File: src/rtl/tfb_pkg.sv
// ----------------------------------------------------------------------------
// tfb_pkg
// Shared types, constants and the CRC-16/ARC byte update for the torque
// frame builder.
// ----------------------------------------------------------------------------
package tfb_pkg;

    localparam int JOINT_COUNT_DEF = 12;
    localparam int JOINT_MIN       = 2;
    localparam int JOINT_MAX       = 84;
    localparam int JOINT_W         = 7;
    localparam int CODE_W          = 16;
    localparam int BYTE_W          = 8;
    localparam int CFG_IDX_W       = 8;
    localparam int QUEUE_DEPTH     = 2;

    localparam logic [CFG_IDX_W-1:0] REG_COMMAND = 8'd0;
    localparam logic [CFG_IDX_W-1:0] REG_LENGTH  = 8'd1;

    localparam logic [BYTE_W-1:0] COMMAND_RESET = 8'h03;
    localparam logic [BYTE_W-1:0] LENGTH_RESET  = 8'h28;
    localparam logic [15:0]       CRC_POLY      = 16'hA001;

    typedef struct packed {
        logic [CODE_W-1:0]  code;
        logic [JOINT_W-1:0] id;
        logic [BYTE_W-1:0]  cmd;
        logic [BYTE_W-1:0]  len;
        logic               first;
        logic               last;
    } tfb_entry_t;

    typedef enum logic [2:0] {
        STEP_START,
        STEP_CMD,
        STEP_LEN,
        STEP_ID,
        STEP_HI,
        STEP_LO,
        STEP_CRC_LO,
        STEP_CRC_HI
    } tfb_step_t;

    function automatic logic [15:0] crc_update(input logic [15:0] crc_in,
                                               input logic [BYTE_W-1:0] data);
        logic [15:0] crc;
        crc = crc_in ^ {8'h00, data};
        for (int b = 0; b < BYTE_W; b++) begin
            if (crc[0])
                crc = (crc >> 1) ^ CRC_POLY;
            else
                crc = crc >> 1;
        end
        return crc;
    endfunction

endpackage

File: src/rtl/tfb_if.sv
// ----------------------------------------------------------------------------
// tfb_if
// Channel interfaces: torque requests in, frame bytes out, register writes.
// ----------------------------------------------------------------------------
interface tfb_in_if;
    logic                        valid;
    logic                        ready;
    logic [tfb_pkg::CODE_W-1:0]  torque_code;
    modport source (output valid, output torque_code, input ready);
    modport sink   (input valid, input torque_code, output ready);
endinterface

interface tfb_out_if;
    logic                        valid;
    logic                        ready;
    logic [tfb_pkg::BYTE_W-1:0]  out_byte;
    logic                        last_of_item;
    logic                        last_of_frame;
    modport source (output valid, output out_byte, output last_of_item,
                    output last_of_frame, input ready);
    modport sink   (input valid, input out_byte, input last_of_item,
                    input last_of_frame, output ready);
endinterface

interface tfb_cfg_if;
    logic                          valid;
    logic                          ready;
    logic [tfb_pkg::CFG_IDX_W-1:0] index;
    logic [tfb_pkg::BYTE_W-1:0]    data;
    modport source (output valid, output index, output data, input ready);
    modport sink   (input valid, input index, input data, output ready);
endinterface

File: src/rtl/tfb_front.sv
// ----------------------------------------------------------------------------
// tfb_front
// Accepts torque requests, tracks the joint position in the frame and
// holds the header registers; pushes one classified entry per request.
// ----------------------------------------------------------------------------
module tfb_front #(
    parameter int JOINT_COUNT = tfb_pkg::JOINT_COUNT_DEF
) (
    input  logic                clk,
    input  logic                rst_n,
    tfb_in_if.sink              torque,
    tfb_cfg_if.sink             cfg,
    input  logic                q_full,
    output logic                q_push,
    output tfb_pkg::tfb_entry_t q_entry
);

    localparam int EFF_JOINTS = (JOINT_COUNT < tfb_pkg::JOINT_MIN) ? tfb_pkg::JOINT_MIN :
                                (JOINT_COUNT > tfb_pkg::JOINT_MAX) ? tfb_pkg::JOINT_MAX :
                                JOINT_COUNT;
    localparam logic [tfb_pkg::JOINT_W-1:0] LAST_ID = tfb_pkg::JOINT_W'(EFF_JOINTS);

    logic [tfb_pkg::JOINT_W-1:0] joint_idx_reg, joint_idx_next;
    logic [tfb_pkg::BYTE_W-1:0]  command_reg, command_next;
    logic [tfb_pkg::BYTE_W-1:0]  length_reg, length_next;
    logic [tfb_pkg::JOINT_W-1:0] id;
    logic                        last;

    assign torque.ready = !q_full;
    assign cfg.ready    = 1'b1;
    assign q_push       = torque.valid && torque.ready;

    assign id   = joint_idx_reg + 1'b1;
    assign last = (id == LAST_ID);

    always_comb
    begin
        q_entry.code  = torque.torque_code;
        q_entry.id    = id;
        q_entry.cmd   = command_reg;
        q_entry.len   = length_reg;
        q_entry.first = (joint_idx_reg == '0);
        q_entry.last  = last;
    end

    always_comb
    begin
        joint_idx_next = joint_idx_reg;
        if (q_push)
            joint_idx_next = last ? '0 : id;
    end

    always_comb
    begin
        command_next = command_reg;
        length_next  = length_reg;
        if (cfg.valid && cfg.ready)
        begin
            if (cfg.index == tfb_pkg::REG_COMMAND)
                command_next = cfg.data;
            else if (cfg.index == tfb_pkg::REG_LENGTH)
                length_next = cfg.data;
        end
    end

    always_ff @(posedge clk or negedge rst_n)
    begin
        if (!rst_n)
        begin
            joint_idx_reg <= '0;
            command_reg   <= tfb_pkg::COMMAND_RESET;
            length_reg    <= tfb_pkg::LENGTH_RESET;
        end
        else
        begin
            joint_idx_reg <= joint_idx_next;
            command_reg   <= command_next;
            length_reg    <= length_next;
        end
    end

endmodule

File: src/rtl/tfb_queue.sv
// ----------------------------------------------------------------------------
// tfb_queue
// Two-entry queue of classified requests between front and back end.
// ----------------------------------------------------------------------------
module tfb_queue (
    input  logic                clk,
    input  logic                rst_n,
    input  logic                push,
    input  tfb_pkg::tfb_entry_t push_entry,
    output logic                full,
    input  logic                pop,
    output logic                empty,
    output tfb_pkg::tfb_entry_t head
);

    localparam int PTR_W = $clog2(tfb_pkg::QUEUE_DEPTH);
    localparam int CNT_W = $clog2(tfb_pkg::QUEUE_DEPTH + 1);

    tfb_pkg::tfb_entry_t mem [tfb_pkg::QUEUE_DEPTH];

    logic [PTR_W-1:0] wr_ptr_reg, wr_ptr_next;
    logic [PTR_W-1:0] rd_ptr_reg, rd_ptr_next;
    logic [CNT_W-1:0] count_reg, count_next;

    assign full  = (count_reg == CNT_W'(tfb_pkg::QUEUE_DEPTH));
    assign empty = (count_reg == '0);
    assign head  = mem[rd_ptr_reg];

    always_comb
    begin
        wr_ptr_next = wr_ptr_reg;
        rd_ptr_next = rd_ptr_reg;
        count_next  = count_reg;
        if (push)
            wr_ptr_next = (wr_ptr_reg == PTR_W'(tfb_pkg::QUEUE_DEPTH - 1)) ? '0
                        : wr_ptr_reg + 1'b1;
        if (pop)
            rd_ptr_next = (rd_ptr_reg == PTR_W'(tfb_pkg::QUEUE_DEPTH - 1)) ? '0
                        : rd_ptr_reg + 1'b1;
        if (push && !pop)
            count_next = count_reg + 1'b1;
        else if (pop && !push)
            count_next = count_reg - 1'b1;
    end

    always_ff @(posedge clk)
    begin
        if (push)
            mem[wr_ptr_reg] <= push_entry;
    end

    always_ff @(posedge clk or negedge rst_n)
    begin
        if (!rst_n)
        begin
            wr_ptr_reg <= '0;
            rd_ptr_reg <= '0;
            count_reg  <= '0;
        end
        else
        begin
            wr_ptr_reg <= wr_ptr_next;
            rd_ptr_reg <= rd_ptr_next;
            count_reg  <= count_next;
        end
    end

endmodule

File: src/rtl/tfb_back.sv
// ----------------------------------------------------------------------------
// tfb_back
// Byte sequencer: walks each queued entry through its frame bytes, keeps
// the running CRC and drives the registered output channel.
// ----------------------------------------------------------------------------
module tfb_back (
    input  logic                clk,
    input  logic                rst_n,
    input  logic                q_empty,
    input  tfb_pkg::tfb_entry_t q_head,
    output logic                q_pop,
    tfb_out_if.source           frame
);

    tfb_pkg::tfb_step_t          step_reg, step_next, cur_step;
    logic [15:0]                 crc_reg, crc_next;
    logic                        valid_reg, valid_next;
    logic [tfb_pkg::BYTE_W-1:0]  byte_reg, byte_next;
    logic                        item_end_reg, item_end_next;
    logic                        frame_end_reg, frame_end_next;
    logic                        advance;

    assign advance = !q_empty && (!valid_reg || frame.ready);

    assign frame.valid         = valid_reg;
    assign frame.out_byte      = byte_reg;
    assign frame.last_of_item  = item_end_reg;
    assign frame.last_of_frame = frame_end_reg;

    always_comb
    begin
        cur_step = step_reg;
        if (step_reg == tfb_pkg::STEP_START)
            cur_step = q_head.first ? tfb_pkg::STEP_CMD : tfb_pkg::STEP_ID;
    end

    always_comb
    begin
        step_next      = step_reg;
        crc_next       = crc_reg;
        valid_next     = valid_reg && !frame.ready;
        byte_next      = byte_reg;
        item_end_next  = item_end_reg;
        frame_end_next = frame_end_reg;
        q_pop          = 1'b0;
        if (advance)
        begin
            valid_next     = 1'b1;
            item_end_next  = 1'b0;
            frame_end_next = 1'b0;
            unique case (cur_step)
                tfb_pkg::STEP_CMD:
                begin
                    byte_next = q_head.cmd;
                    crc_next  = tfb_pkg::crc_update(16'h0000, q_head.cmd);
                    step_next = tfb_pkg::STEP_LEN;
                end
                tfb_pkg::STEP_LEN:
                begin
                    byte_next = q_head.len;
                    crc_next  = tfb_pkg::crc_update(crc_reg, q_head.len);
                    step_next = tfb_pkg::STEP_ID;
                end
                tfb_pkg::STEP_ID:
                begin
                    byte_next = {1'b0, q_head.id};
                    crc_next  = tfb_pkg::crc_update(crc_reg, {1'b0, q_head.id});
                    step_next = tfb_pkg::STEP_HI;
                end
                tfb_pkg::STEP_HI:
                begin
                    byte_next = q_head.code[15:8];
                    crc_next  = tfb_pkg::crc_update(crc_reg, q_head.code[15:8]);
                    step_next = tfb_pkg::STEP_LO;
                end
                tfb_pkg::STEP_LO:
                begin
                    byte_next = q_head.code[7:0];
                    crc_next  = tfb_pkg::crc_update(crc_reg, q_head.code[7:0]);
                    if (q_head.last)
                        step_next = tfb_pkg::STEP_CRC_LO;
                    else
                    begin
                        item_end_next = 1'b1;
                        step_next     = tfb_pkg::STEP_START;
                        q_pop         = 1'b1;
                    end
                end
                tfb_pkg::STEP_CRC_LO:
                begin
                    byte_next = crc_reg[7:0];
                    step_next = tfb_pkg::STEP_CRC_HI;
                end
                tfb_pkg::STEP_CRC_HI:
                begin
                    byte_next      = crc_reg[15:8];
                    crc_next       = 16'h0000;
                    item_end_next  = 1'b1;
                    frame_end_next = 1'b1;
                    step_next      = tfb_pkg::STEP_START;
                    q_pop          = 1'b1;
                end
                tfb_pkg::STEP_START:
                begin
                    // resolved to CMD or ID above
                    step_next = tfb_pkg::STEP_START;
                end
            endcase
        end
    end

    always_ff @(posedge clk or negedge rst_n)
    begin
        if (!rst_n)
        begin
            step_reg  <= tfb_pkg::STEP_START;
            crc_reg   <= 16'h0000;
            valid_reg <= 1'b0;
        end
        else
        begin
            step_reg  <= step_next;
            crc_reg   <= crc_next;
            valid_reg <= valid_next;
        end
    end

    always_ff @(posedge clk)
    begin
        byte_reg      <= byte_next;
        item_end_reg  <= item_end_next;
        frame_end_reg <= frame_end_next;
    end

endmodule

File: src/rtl/torque_frame_builder_crc16.sv
// ----------------------------------------------------------------------------
// torque_frame_builder_crc16
// Builds torque command frames with a CRC-16/ARC trailer.
// ----------------------------------------------------------------------------
// Each torque request yields three frame bytes (joint id, code high, code
// low); the first joint of a frame adds the command and length header bytes
// and the last joint adds the CRC low and high bytes. Bytes leave one per
// cycle through a single output register while the output is ready and an
// entry is queued. A two-entry queue lets new requests in while earlier
// bytes are still being sent. Register writes take effect at once and are
// meant for when the block is idle.
module torque_frame_builder_crc16 #(
    parameter int JOINT_COUNT = tfb_pkg::JOINT_COUNT_DEF
) (
    input  logic       clk,
    input  logic       rst_n,
    tfb_in_if.sink     torque,
    tfb_out_if.source  frame,
    tfb_cfg_if.sink    cfg
);

    tfb_pkg::tfb_entry_t push_entry;
    tfb_pkg::tfb_entry_t head;
    logic                push;
    logic                pop;
    logic                full;
    logic                empty;

    tfb_front #(
        .JOINT_COUNT (JOINT_COUNT)
    ) u_front (
        .clk     (clk),
        .rst_n   (rst_n),
        .torque  (torque),
        .cfg     (cfg),
        .q_full  (full),
        .q_push  (push),
        .q_entry (push_entry)
    );

    tfb_queue u_queue (
        .clk        (clk),
        .rst_n      (rst_n),
        .push       (push),
        .push_entry (push_entry),
        .full       (full),
        .pop        (pop),
        .empty      (empty),
        .head       (head)
    );

    tfb_back u_back (
        .clk     (clk),
        .rst_n   (rst_n),
        .q_empty (empty),
        .q_head  (head),
        .q_pop   (pop),
        .frame   (frame)
    );

endmodule

File: src/flat_wrapper.sv
// flat-port wrapper written by rule: the top's interface ports become plain ports
module torque_frame_builder_crc16_flat 
#(
    parameter int JOINT_COUNT = tfb_pkg::JOINT_COUNT_DEF
)
  (clk, rst_n, torque_valid, torque_torque_code, torque_ready, frame_valid, frame_out_byte, frame_last_of_item, frame_last_of_frame, frame_ready, cfg_valid, cfg_index, cfg_data, cfg_ready);
  tfb_in_if torque_i ();
  tfb_out_if frame_i ();
  tfb_cfg_if cfg_i ();
  input  logic clk;
  input  logic rst_n;
  input wire logic [$bits(torque_i.valid)-1:0] torque_valid;
  input wire logic [$bits(torque_i.torque_code)-1:0] torque_torque_code;
  output wire logic [$bits(torque_i.ready)-1:0] torque_ready;
  output wire logic [$bits(frame_i.valid)-1:0] frame_valid;
  output wire logic [$bits(frame_i.out_byte)-1:0] frame_out_byte;
  output wire logic [$bits(frame_i.last_of_item)-1:0] frame_last_of_item;
  output wire logic [$bits(frame_i.last_of_frame)-1:0] frame_last_of_frame;
  input wire logic [$bits(frame_i.ready)-1:0] frame_ready;
  input wire logic [$bits(cfg_i.valid)-1:0] cfg_valid;
  input wire logic [$bits(cfg_i.index)-1:0] cfg_index;
  input wire logic [$bits(cfg_i.data)-1:0] cfg_data;
  output wire logic [$bits(cfg_i.ready)-1:0] cfg_ready;
  assign torque_i.valid = torque_valid;
  assign torque_i.torque_code = torque_torque_code;
  assign torque_ready = torque_i.ready;
  assign frame_valid = frame_i.valid;
  assign frame_out_byte = frame_i.out_byte;
  assign frame_last_of_item = frame_i.last_of_item;
  assign frame_last_of_frame = frame_i.last_of_frame;
  assign frame_i.ready = frame_ready;
  assign cfg_i.valid = cfg_valid;
  assign cfg_i.index = cfg_index;
  assign cfg_i.data = cfg_data;
  assign cfg_ready = cfg_i.ready;
  torque_frame_builder_crc16 #(.JOINT_COUNT(JOINT_COUNT)) u_core (.clk(clk), .rst_n(rst_n), .torque(torque_i), .frame(frame_i), .cfg(cfg_i));
endmodule
File: config.mk
export PLATFORM = sky130hd
export DESIGN_NAME = torque_frame_builder_crc16_flat
export DESIGN_NICKNAME = d
export VERILOG_FILES = /design/src/rtl/tfb_pkg.sv /design/src/rtl/tfb_if.sv /design/src/rtl/tfb_front.sv /design/src/rtl/tfb_queue.sv /design/src/rtl/tfb_back.sv /design/src/rtl/torque_frame_builder_crc16.sv /design/src/flat_wrapper.sv
export SDC_FILE = /design/constraint.sdc
export NUM_CORES = 1
export LEC_CHECK = 0
export ABC_AREA = 1
export BUFFER_PORTS_ARGS = -buffer_cell sky130_fd_sc_hd__buf_2
export CAP_MARGIN = 20
export CORE_MARGIN = 5
export CORE_UTILIZATION = 45
export DETAILED_ROUTE_END_ITERATION = 8
export PLACE_DENSITY_LB_ADDON = 0.2
export SYNTH_ARGS = -nofsm -noshare
export SYNTH_HDL_FRONTEND = slang
export SYNTH_SLANG_ARGS = --single-unit
File: constraint.sdc
create_clock -name clk -period 2.7 [get_ports clk]
set_input_delay 0.27 -clock clk [delete_from_list [all_inputs] [get_ports clk]]
set_output_delay 0.27 -clock clk [all_outputs]
set_load 0.02 [all_outputs]
==> run_results.csv <==
group,metric,value,unit
sta,skew,0.009842,ns
worst_setup_path,criticalPathCategory,"flop to flop",
clock_network,clk_pin_slew,0.07,ns
drt,viasPerCell,5.310,
worst_setup_path,crit_end,"u_core.u_back.crc_reg[13]",
synthesis,synth_cells,913,
synthesis,yosysWarnings,0,
sta,hold_violations,0,
grt,grt_max_degree,42,
die,core,17120,µm²
die,die_w,141.3,µm
clock_network,htreeDepth,4,
sta,drv_slew,0,
worst_setup_path,cp_slowest_cell,"dfrtp_2",
synthesis,syn_area_per_cell,8.502,µm²
worst_setup_path,crit_path_max_incr_delay,0.49,ns
synthesis,synth_seq_area_share,0.5081,
finish,insertedDiodeCount,0,
synthesis,synth_edf_count,92,
worst_setup_path,rr_worst_depth,18,
finish,layout_commonest_cell,"nand2_1",
placement,placed_cells,1185,
drt,antenna_left,0,
placement,place_congestion,0.9855,
grt,antenna_found_initial,0,
drt,wl_met3,1.456,mm
worst_setup_path,crit_path_start_kind,"flop",
pwr,peakVddDrop,0.5994,mV
worst_setup_path,path_common_cell,"nand2_1",
finish,final_cell_mix,"277 x nand2_1, 104 x nand3_1, 92 x edfxtp_1, 89 x inv_1, 60 x o21ai_0",
die,die-area,19980,µm²
grt,grt_pass1_vias,6273,
finish,largest_reg_flops,82,
worst_setup_path,critical_path.cell_chain,"buf_4, nand2_1, nand2_1, nand2_1, nand2_2, nand2_1, nand2_1, inv_1, nand2_2, nand2_2, nand2_1, nand3_1, nand3_1, nand2_1, nand2_1, nand2_1, nor2_1, a21oi_1",
synthesis,async_flop_share,0.3381,
finish,fin_util,0.5219,
synthesis,synth_top_area_frac,0.3559,
placement,numPortBuffers,48,
worst_setup_path,cpLargestDelayFamily,"simple AND/OR/NAND/NOR gates",
worst_setup_path,r2r_start,"u_core.u_queue.rd_ptr_reg",
die,num_io_pins,50,
clock_network,cts_tree,"built",
sta,relSlewSlack,0.4291,
clock_network,clkSinkCount,139,
sta,clock.fmax,0.4111,GHz
grt,grt_pass1_wl,33.46,mm
job,maxCapViolations,0,
worst_setup_path,critPathArrivalTime,2.74,ns
synthesis,syn-num-nets,953,
drt,dr.first_iter.drc_count,543,
drt,drc,0,
clock_network,numCtsBuffers,17,
worst_setup_path,path_max_fanout,22,
die,die_height,141.3,µm
worst_setup_path,path_buf_inv,2,
die,row_count,48,
clock_network,cts_max_path_buffers,2,
finish,fill_cells,1615,
drt,met2WireLength,9.582,mm
synthesis,ys.flop_type,"edfxtp_1",
worst_setup_path,r2r_end,"u_core.u_back.crc_reg[13]",
clock_network,cts-root-buf,"clkbuf_16",
worst_setup_path,crit_path_start,"u_core.u_queue.rd_ptr_reg",
worst_setup_path,crit_path_end_kind,"flop",
finish,layout.cells.non_filler,1221,
finish,area.growth.synth_to_final,15.07,%
pwr,leakage,0.004045,µW
outcome,status,"completed",
synthesis,ys_ff_latch,139,
worst_setup_path,rrSetupSlack,0.27,ns
synthesis,syn_area,7762,µm²
drt,m1WireLength,9.058,mm
finish,drive_gt1_frac,0.1787,
drt,vias,6484,
sta,worst_pin_slew,0.8563,ns
placement,hpwlAfterDp,15.34,mm
synthesis,synth.distinct_cells,46,
sta,finalCritPeriodShare,0.9009,
hold_path,hold_path.class,"input port to flop",
die,start_util,0.4535,
grt,grt_usage,0.2175,
drt,dr.pass1.iters,5,
clock_network,insertion_delay,0.43,ns
synthesis,synth_top_area_cell,"edfxtp_1",
worst_setup_path,cp_data_required_time,3.01,ns
pwr,power_density,1430,nW/µm²
synthesis,ys_top_cells_by_area,"edfxtp_1 36%, dfrtp_1 14%, nand2_1 13%, nand3_1 6.7%, inv_1 4.3%",
worst_setup_path,critical_path_depth,18,
drt,top_layer_used,"met4",
finish,nets,1023,
drt,wire_per_inst,17.07,µm
grt,grt_overflow_total,0,
sta,final-setup-viol-count,0,
sta,period_needed,2.432,ns
drt,routed_wl,20.84,mm
-- final cells by class --
class	count	area [µm²]	share of cell area
Timing Repair Buffer	75	470.5	0.05267
Clock buffer	18	450.4	0.05043
Tap cell	225	281.5	0.03152
Inverter	103	399.1	0.04468
Timing Repair inverter	1	8.758	0.0009805
Sequential cell	139	3945	0.4417
Multi-Input combinational cell	646	3251	0.3639
Clock inverter	14	126.4	0.01415
-- cells in the mapped netlist (2+ instances only) --
cell type	n
dfrtp_1	43
nor2_1	34
xnor2_1	6
dfstp_2	4
nor2_2	3
o211ai_1	3
o21ai_0	61
nand3b_1	2
xnor2_2	2
clkinv_1	5
o2111ai_1	5
o21ai_1	2
o22ai_1	16
a311oi_1	3
nand3_2	3
inv_2	8
xor2_2	4
buf_6	6
clkbuf_1	8
nand2_1	277
nand2_4	2
buf_4	5
ha_1	3
inv_1	89
buf_2	3
a21oi_1	30
nand2_2	38
nand4_1	9
nand3_1	104
a221oi_1	5
edfxtp_1	92
nor3_1	6
xor2_1	19
-- metal layers --
layer  vias to the layer above  global-route usage
met2                       264              0.3421
met1                      2965              0.2875
met3                        55             0.05089
met5                         -                   0
li1                       3200                   -
met4                         0             0.09689
-- what timing repair did --
action                                 in CTS  in global routing
endpoints found under the hold margin      30                  0
setup endpoints to repair                   0                  1
setup buffers                               0                  2
resized for setup                           0                  2
hold buffers                                1                  0
-- cells by family (layout without fill, tap and decap cells) --
kind of cell,after synthesis,in the layout,share of synthesized area
XOR/XNOR,31,31,0.04078
other,1,1,0.0004831
flip-flops,139,139,0.5081
AND/OR/NAND/NOR,481,481,0.2734
AO/OA/AOI/OAI,129,129,0.09446
adder cells (fa/ha/maj),3,3,0.004836
buffers and inverters,128,211,0.07511
multiplexers,1,1,0.002901
-- report_power, final --
| group | switching (µW) | internal [µW] |
|---|---|---|
| registers | 364 | 3050 |
| logic | 4820 | 2270 |
| clock network | 1000 | 1260 |
-- through the flow --
stage | instance area (µm²) | worst slack [ns] | setup TNS, ns | hold slack [ns] | total power, µW
after floorplan | 7767 | 0.3794 | 0 | -0.02559 | 8532
after global placement | 8317 | 0.2366 | 0 | 0.4301 | 10310
after detailed placement | 8317 | 0.2222 | 0 | 0.4271 | 10380
after CTS | 8904 | 0.2171 | 0 | 0.01669 | 12680
after global routing | 8932 | -0.007644 | -0.007644 | 0.02190 | 13790
final | 8932 | 0.2677 | 0 | 0.03509 | 12780
-- worst min-delay path by stage --
stage / endpoint / slack [ns] / from / cells past startpoint
floorplan: u_core.u_back.crc_reg[0] / -0.03 / rst_n / 0
global placement: u_core.u_back.frame.valid / 0.43 / rst_n / 1
detailed placement: u_core.u_back.frame.valid / 0.43 / rst_n / 1
CTS: u_core.u_queue.mem[0][27] / 0.02 / torque_torque_code[2] / 1
global route: u_core.u_queue.mem[1][27] / 0.02 / torque_torque_code[2] / 1
finish: u_core.u_queue.mem[0][31] / 0.04 / torque_torque_code[6] / 1
No activity file was read; power rests on OpenSTA's default activity.
